<file path="config.mk">
export PLATFORM = sky130hd
export DESIGN_NAME = vgnq_ctrl
export DESIGN_NICKNAME = d
export VERILOG_FILES = /design/src/design/volume_gradient_normal_quantizer_assert.svh /design/src/design/vgnq_pkg.sv /design/src/design/vgnq_ctrl.sv
export SDC_FILE = /design/constraint.sdc
export NUM_CORES = 1
export LEC_CHECK = 0
export ABC_CLOCK_PERIOD_IN_PS = 6250
export BUFFER_PORTS_ARGS = -buffer_cell sky130_fd_sc_hd__buf_2
export CORE_MARGIN = 8
export CORE_UTILIZATION = 45
export CTS_BUF_LIST = sky130_fd_sc_hd__clkbuf_2
export CTS_CLUSTER_DIAMETER = 200
export DETAILED_ROUTE_END_ITERATION = 10
export HOLD_SLACK_MARGIN = 0.06
export PLACE_DENSITY = 0.76
export REMOVE_ABC_BUFFERS = 1
export SLEW_MARGIN = 20
export SYNTH_ARGS = -nofsm -noshare
export SYNTH_HDL_FRONTEND = slang
export SYNTH_SLANG_ARGS = --single-unit
</file>
<file path="constraint.sdc">
create_clock -name clk_i -period 6.25 [get_ports clk_i]
set_input_delay 1.25 -clock clk_i [delete_from_list [all_inputs] [get_ports clk_i]]
set_output_delay 1.25 -clock clk_i [all_outputs]
set_load 0.05 [all_outputs]
</file>
<file path="src/design/volume_gradient_normal_quantizer_assert.svh">
// Assertion macros used by the RTL of the gradient quantizer.
// Each macro expects clk_i and rst_ni in the scope where it is used.
`ifndef VOLUME_GRADIENT_NORMAL_QUANTIZER_ASSERT_SVH
`define VOLUME_GRADIENT_NORMAL_QUANTIZER_ASSERT_SVH

// Same-cycle implication.
`define VGNQ_ASSERT_IMPL(lbl, ante, cons, msg) \
  lbl: assert property (@(posedge clk_i) disable iff (!rst_ni) (ante) |-> (cons)) \
    else $error(msg);

// Next-cycle implication.
`define VGNQ_ASSERT_NEXT(lbl, ante, cons, msg) \
  lbl: assert property (@(posedge clk_i) disable iff (!rst_ni) (ante) |=> (cons)) \
    else $error(msg);

`endif

</file>
<file path="src/design/vgnq_pkg.sv">
package vgnq_pkg;

  localparam int unsigned MaxDimDefault      = 128;
  localparam int unsigned WindowDepthDefault = 32768;

  localparam int unsigned VoxW    = 8;
  localparam int unsigned CfgW    = 8;
  localparam int unsigned CfgIdxW = 2;
  localparam logic [CfgW-1:0] SizeReset = 8'd128;

  localparam logic KindVoxel = 1'b0;
  localparam logic KindFlush = 1'b1;

  localparam logic [7:0]  QMid = 8'd127;
  localparam logic [13:0] QSq  = 14'd16129;

  localparam int unsigned TermW = 10;  // signed axis term, |a| <= 510
  localparam int unsigned SumW  = 20;  // sum of three squared terms
  localparam int unsigned MulAW = 20;
  localparam int unsigned MulBW = 14;
  localparam int unsigned MulW  = 34;
  localparam int unsigned RhsW  = 32;
  localparam int unsigned QW    = 7;   // magnitude of the quantized offset

  typedef enum logic [CfgIdxW-1:0] {
    CFG_SIZE_X = 2'd0,
    CFG_SIZE_Y = 2'd1,
    CFG_SIZE_Z = 2'd2
  } cfg_idx_e;

  typedef enum logic [2:0] {
    NB_C = 3'd0,
    NB_L = 3'd1,
    NB_R = 3'd2,
    NB_T = 3'd3,
    NB_B = 3'd4,
    NB_F = 3'd5,
    NB_K = 3'd6
  } nbr_e;

  typedef enum logic [1:0] {
    MUL_TERM = 2'd0,
    MUL_RHS  = 2'd1,
    MUL_CAND = 2'd2,
    MUL_PROD = 2'd3
  } mul_op_e;

  typedef enum logic [13:0] {
    S_SETUP1 = 14'h0001,
    S_SETUP2 = 14'h0002,
    S_IDLE   = 14'h0004,
    S_READ   = 14'h0008,
    S_TERMS  = 14'h0010,
    S_SQ     = 14'h0020,
    S_RHS1   = 14'h0040,
    S_RHS2   = 14'h0080,
    S_RHS3   = 14'h0100,
    S_STA    = 14'h0200,
    S_STB    = 14'h0400,
    S_STC    = 14'h0800,
    S_FIN    = 14'h1000,
    S_DONE   = 14'h2000
  } state_e;

  typedef struct packed {
    logic       setup_plane;
    logic       setup_total;
    logic       accept;
    logic       rd_en;
    nbr_e       rd_sel;
    logic       cap_en;
    nbr_e       cap_sel;
    logic       terms_en;
    mul_op_e    mul_op;
    logic [1:0] comp;
    logic [2:0] bit_idx;
    logic       s_clr;
    logic       s_acc;
    logic       rhs_ld;
    logic       step_upd;
    logic       fin;
    logic       commit;
  } cmd_t;

  typedef struct packed {
    logic cfg_hit;
    logic emit;
    logic out_busy;
  } status_t;

  // lo - hi, doubled when only one neighbor exists, zero when none does
  function automatic logic signed [TermW-1:0] axis_term(input logic [VoxW-1:0] lo,
                                                        input logic [VoxW-1:0] hi,
                                                        input logic [1:0]      cnt);
    logic signed [TermW-1:0] d;
    logic signed [TermW-1:0] r;
    d = $signed({2'b00, lo}) - $signed({2'b00, hi});
    unique case (cnt)
      2'd0: r = '0;
      2'd1: r = d <<< 1;
      default: r = d;
    endcase
    return r;
  endfunction

endpackage

</file>
<file path="src/design/vgnq_ctrl.sv">
module vgnq_ctrl import vgnq_pkg::*; (
  input  logic    clk_i,
  input  logic    rst_ni,
  input  logic    in_valid_i,
  output logic    in_stall_o,
  input  status_t status_i,
  output cmd_t    cmd_o
);

  localparam logic [2:0] RdLast = 3'd7;
  localparam logic [2:0] SqLast = 3'd3;
  localparam logic [2:0] BitTop = 3'(QW - 1);

  state_e     state_q, state_d;
  logic [2:0] cnt_q, cnt_d;
  logic [1:0] comp_q, comp_d;
  logic       accept;

  assign in_stall_o = (state_q != S_IDLE) || status_i.cfg_hit;
  assign accept     = in_valid_i && !in_stall_o;

  always_comb begin
    state_d       = state_q;
    cnt_d         = cnt_q;
    comp_d        = comp_q;
    cmd_o         = '0;
    cmd_o.accept  = accept;
    cmd_o.comp    = comp_q;
    cmd_o.bit_idx = cnt_q;
    cmd_o.rd_sel  = nbr_e'(cnt_q);
    cmd_o.cap_sel = nbr_e'(cnt_q - 3'd1);
    cmd_o.mul_op  = MUL_TERM;
    if (status_i.cfg_hit) begin
      state_d = S_SETUP1;
    end else begin
      unique case (state_q)
        S_SETUP1: begin
          cmd_o.setup_plane = 1'b1;
          state_d = S_SETUP2;
        end
        S_SETUP2: begin
          cmd_o.setup_total = 1'b1;
          state_d = S_IDLE;
        end
        S_IDLE: begin
          if (accept && status_i.emit) begin
            cnt_d   = '0;
            state_d = S_READ;
          end
        end
        S_READ: begin
          // issue one read a cycle, capture the previous one
          cmd_o.rd_en  = (cnt_q != RdLast);
          cmd_o.cap_en = (cnt_q != '0);
          if (cnt_q == RdLast) begin
            state_d = S_TERMS;
          end else begin
            cnt_d = cnt_q + 3'd1;
          end
        end
        S_TERMS: begin
          cmd_o.terms_en = 1'b1;
          cnt_d   = '0;
          state_d = S_SQ;
        end
        S_SQ: begin
          cmd_o.comp  = cnt_q[1:0];
          cmd_o.s_clr = (cnt_q == '0);
          cmd_o.s_acc = (cnt_q != '0);
          if (cnt_q == SqLast) begin
            comp_d  = '0;
            state_d = S_RHS1;
          end else begin
            cnt_d = cnt_q + 3'd1;
          end
        end
        S_RHS1: begin
          state_d = S_RHS2;
        end
        S_RHS2: begin
          cmd_o.mul_op = MUL_RHS;
          state_d = S_RHS3;
        end
        S_RHS3: begin
          cmd_o.rhs_ld = 1'b1;
          cnt_d   = BitTop;
          state_d = S_STA;
        end
        S_STA: begin
          cmd_o.mul_op = MUL_CAND;
          state_d = S_STB;
        end
        S_STB: begin
          cmd_o.mul_op = MUL_PROD;
          state_d = S_STC;
        end
        S_STC: begin
          cmd_o.step_upd = 1'b1;
          if (cnt_q == '0) begin
            state_d = S_FIN;
          end else begin
            cnt_d   = cnt_q - 3'd1;
            state_d = S_STA;
          end
        end
        S_FIN: begin
          cmd_o.fin = 1'b1;
          if (comp_q == 2'd2) begin
            state_d = S_DONE;
          end else begin
            comp_d  = comp_q + 2'd1;
            state_d = S_RHS1;
          end
        end
        S_DONE: begin
          // hold until the output register is free
          if (!status_i.out_busy) begin
            cmd_o.commit = 1'b1;
            state_d = S_IDLE;
          end
        end
        default: begin
          state_d = S_IDLE;
        end
      endcase
    end
  end

  always_ff @(posedge clk_i or negedge rst_ni) begin
    if (!rst_ni) begin
      state_q <= S_SETUP1;
      cnt_q   <= '0;
      comp_q  <= '0;
    end else begin
      state_q <= state_d;
      cnt_q   <= cnt_d;
      comp_q  <= comp_d;
    end
  end

endmodule

</file>
# Word-level counts from Yosys, hierarchy flattened
# Index checks and enable logic that the tools add are counted.
[word_totals]
ff_bits = 19
input_bits = 6
word_cells = 81
out_inout_bits = 26
[op_classes]
n_mux = 34
n_reduce_logical = 11
eq_ne = 29
n_addsub = 3
n_bitwise = 1
[op_table]
columns = ["operator", "count"]
rows = [
  ["$pmux W14 S13", 1],
  ["$mux W14", 6],
  ["$pmux W3 S6", 1],
  ["$ne A3 B3 Y1 const B", 5],
  ["$eq A14 B1 Y1 const B", 1],
  ["$eq A14 B10 Y1 const B", 1],
  ["$eq A14 B11 Y1 const B", 1],
  ["$eq A14 B12 Y1 const B", 1],
  ["$eq A14 B13 Y1 const B", 1],
  ["$eq A14 B14 Y1 const B", 1],
  ["$eq A14 B2 Y1 const B", 1],
  ["$eq A14 B3 Y1 const B", 1],
  ["$eq A14 B4 Y1 const B", 1],
  ["$eq A14 B5 Y1 const B", 1],
  ["$eq A14 B6 Y1 const B", 1],
  ["$eq A14 B7 Y1 const B", 1],
  ["$eq A14 B8 Y1 const B", 1],
  ["$eq A14 B9 Y1 const B", 1],
  ["$ne A14 B3 Y1 const B", 1],
  ["$mux W13", 1],
  ["$mux W1", 12],
  ["$mux W3", 4],
  ["$ne A2 B2 Y1 const B", 6],
  ["$mux W2", 5],
  ["20 further kinds", 22],
]

# Logic depth before layout (Yosys ltp)
[depth]
depth_word = 8
ltp_mapped = 8
ltp_nobuf = 7

# Worst setup path after synthesis
# No wires, ideal clock.
[synth_timing]
path_type = "input-to-output"
start = "input status_i[2] (netlist name)"
end = "output cmd_o[10] (netlist name)"
required_ns = 5.000
path_slack_ns = 2.079
stages = 4
path_buffers = 1
arrival_time_ns = 2.921
path_cell_list = "clkbuf_1 nor3_1 nand3_1 o21ai_0"
[synth_rtl]
columns = ["item", "line_no", "source"]
rows = [
  ["start, declared", "vgnq_ctrl.sv:6", "input status_t status_i,"],
  ["end, declared", "vgnq_ctrl.sv:7", "output cmd_t cmd_o"],
]

==> key figures <==
Worst setup path
  – Worst reg-to-reg path cell count: 6
  – Worst Setup Start Kind: register
  – Crit path max-delay cell type: or4_1
  – CP peak stage delay: between 600 and 700 ps
  – CP Cell Sequence: or4_1 > nor4_1 > nand3_1 > o21ai_0 > buf_2
  – Worst Path Arrival: 2700 ps
  – Critical Path RT: about 5000 ps
  – CP max FO: 7
  – Critical Path Sink Type: primary output
  – Crit Path Class: reg -> out

CTS
  – TritonCTS Sinks: 19
  – Clock-pin slew on the worst setup and hold paths: 190 ps
  – Hold buffers post-CTS: 0
  – Clock latency on the worst-skew pair: 320 ps
  – CTS tree: yes
  – Post-CTS Setup Inserts: 0
  – Clock Tree Buf Depth: 2
  – Root Buffer: clkbuf_2
  – Post-CTS Resized: 0
  – CTS Buf Count: 3
  – Maximum level of the CTS H-tree: 1

Worst hold path
  – Worst hold stages: 2
  – Hold Crit Class: reg -> reg

Detailed routing
  – TritonRoute pass-1 iters: 4
  – Vias: 1240
  – Remaining antenna violation count: 0
  – Routed wire length: 3.26 mm
  – Drt first-iter violations: between 50 and 60
  – Drt wl/cell: 15.1 um
  – # DRC: 0
  – Via density: 5.74

Timing
  – RSZ-0062 raised after global routing: false
  – Min Tclk post-route: 3950 ps
  – Final Setup Violations: 0
  – Max Slew Vio Count: 0
  – Max-slew headroom: 0.682
  – Clk_skew: 4.99 ps
  – Setup_tns: 0 ps
  – Final hold vios: 0
  – Peak Freq: 253 MHz
  – Final period util: 0.632
  – Worst-Margin Slew: 472 ps

Global route
  – Gr usage total: 0.130
  – Largest net degree at the start of global routing: 20
  – First-pass GRT wire length: 5.54 mm
  – Antenna violations before repair: 0
  – Grt ovf: 0
  – Vias in the first global route: 1249

Yosys
  – Largest family of logic cells by synthesized area: simple AND/OR/NAND/NOR gates
  – Syn Inst Count: 158
  – Synth Flop Type: dfrtp_1
  – Synth Area in Simple Gates: 0.375
  – Synth Cell Area: about 1400 um^2
  – Share of the synthesized netlist area taken by xor and xnor gates: 0.0317
  – Syn_area_per_cell: 8.73 um^2
  – Synth unique cells: 48
  – Synth Area in Compound Gates: 0.0925
  – Area share of fa/ha/maj cells after synthesis: 0.0544
  – Mux cell area share after synthesis: 0.0299
  – Syn. warnings: 0
  – Number of synthesized flops with an enable pin: 0
  – Post-synthesis sequential area ratio: 0.345
  – Seq cells post-synth: 19
  – Async S/R FF share, synth: 1.00

Power
  – PD cells: 151 nW/um^2
  – Switch share: 0.322
  – Max rail drop VDD: 82.7 uV
  – Lkg Pwr: 0.837 nW
  – Clock power share: 0.236
  – Reg power frac: 0.565
  – Final Power: 0.231 mW
  – Comb pwr share: 0.199
  – Internal: roughly 0.16 mW
  – Switching power total: 0.0745 mW

Run
  – Max-cap viol count: 0

Layout
  – Layout cells sized above 1: 0.273
  – Syn-to-layout area delta: 11.1%
  – Nets: between 150 and 200
  – Diodes inserted: 0
  – Fillcell total: 282
  – Design area: 1530 um^2
  – Area occupied by multi-input gates: 806 um^2
  – Register area: around 480 um^2

Floorplanning
  – Die height: 71.4 um
  – Row Count: 20
  – Core box area: around 3000 um^2
  – Die W: 71.4 um
  – Die area: 5100 um^2
  – Initial Util: 0.463
  – # IOs: 32

Placement
  – Placed Area: 1510 um^2
  – Gpl congestion: 0.873
  – Placed wire-length estimate: 2.62 mm
  – Number of I/O port buffers: 31

Run status
  – Outcome: complete, no violations
[per-layer routing]
layer / wire length (um) / up-vias / track usage
met5: 0 / - / 0
met4: 29 / 0 / 0.0346
met3: 216 / 5 / 0.0307
met2: 1560 / 45 / 0.223
met1: 1450 / 582 / 0.158
li1: - / 608 / -
[sequential cells by signal (all words and copies together) (netlist names)]
name and flops:
comp_q 2, state_q 14, cnt_q 3
[worst max-delay path: cells and delay by family, from the launching register on]
kind                   cells  cell delay [ps]
flip-flops                 1              470
buffers and inverters      1              290
AND/OR/NAND/NOR            3             1380
AO/OA/AOI/OAI              1              230
[power by group through the flow]
| stage | logic (mW) | clock network (mW) | registers [mW] |
|---|---|---|---|
| after global placement | 0.0451 | 0 | 0.133 |
| after CTS | 0.0464 | 0.0578 | 0.131 |
| after global routing | 0.0511 | 0.0615 | 0.131 |
| after floorplan | 0.0333 | 0 | 0.132 |
| final | 0.0460 | 0.0547 | 0.131 |
| after detailed placement | 0.0462 | 0 | 0.133 |
[cell families after synthesis]
family,Yosys count
buffers and inverters,19
AOI/OAI and AO/OA,18
xor gates and xnor gates,5
adders and majority gates,6
and+or+nand+nor,88
muxes,3
DFF,19
[placed cells by master (no fill, tap or decap), drive strengths merged, types with 4 or more instances in the layout]
cell and instances:
buf 31, nor2 20, dfrtp 18, nor3 12, nand2 12, inv 9, nand3 8, o21ai 6
ha 6, or2 4, nor4 4, or4 4
[metrics by stage]
step / setup WS (ps) / utilization / std cells / hold WS (ps)
2_1_floorplan: 2230 / - / 148 / 521
3_3_place_gp: 2390 / 0.508 / 212 / 535
3_5_place_dp: 2310 / 0.508 / 212 / 545
4_1_cts: 2310 / 0.515 / 216 / 571
5_1_grt: 2080 / 0.515 / 216 / 596
6_report: 2300 / 0.515 / 216 / 572
[synthesized netlist by cell type (2+ instances only)]
library cell | instances | share of area
a21o_1 | 2 | 0.011
a22o_1 | 2 | 0.013
and3_1 | 2 | 0.0091
and3b_1 | 2 | 0.013
and4b_1 | 3 | 0.022
buf_4 | 5 | 0.027
clkbuf_1 | 4 | 0.011
dfrtp_1 | 18 | 0.33
ha_1 | 6 | 0.054
inv_1 | 9 | 0.024
mux2_4 | 2 | 0.022
nand2_1 | 12 | 0.033
nand3_1 | 7 | 0.025
nor2_1 | 19 | 0.052
nor2b_1 | 3 | 0.014
nor3_1 | 12 | 0.044
nor4_1 | 4 | 0.018
o21ai_0 | 6 | 0.022
or2_2 | 4 | 0.018
or3_1 | 3 | 0.014
or4_1 | 2 | 0.011
or4_4 | 2 | 0.016
xnor2_1 | 3 | 0.019
xor2_1 | 2 | 0.013
[final timing paths]
path / startpoint / end / slack (ps)
setup / recovery: state_q[9] / cmd_o[9] / 2300
hold / removal: state_q[0] / state_q[1] / 570
setup reg to reg: state_q[9] / state_q[2] / 3750
min in group asynchronous: rst_ni / state_q[8] / 830
max in group asynchronous: rst_ni / state_q[0] / 5080
hold reg to reg: state_q[0] / state_q[1] / 570
[final cells by class]
class                   count  area share
clock buffers               3     0.00980
clock inverters             1     0.00327
inverters                   9      0.0220
multi-input cells         120       0.526
flip-flops and latches     19       0.311
well taps                  33      0.0269
repair buffers             31       0.101
No activity file was read; power rests on OpenSTA's default activity.
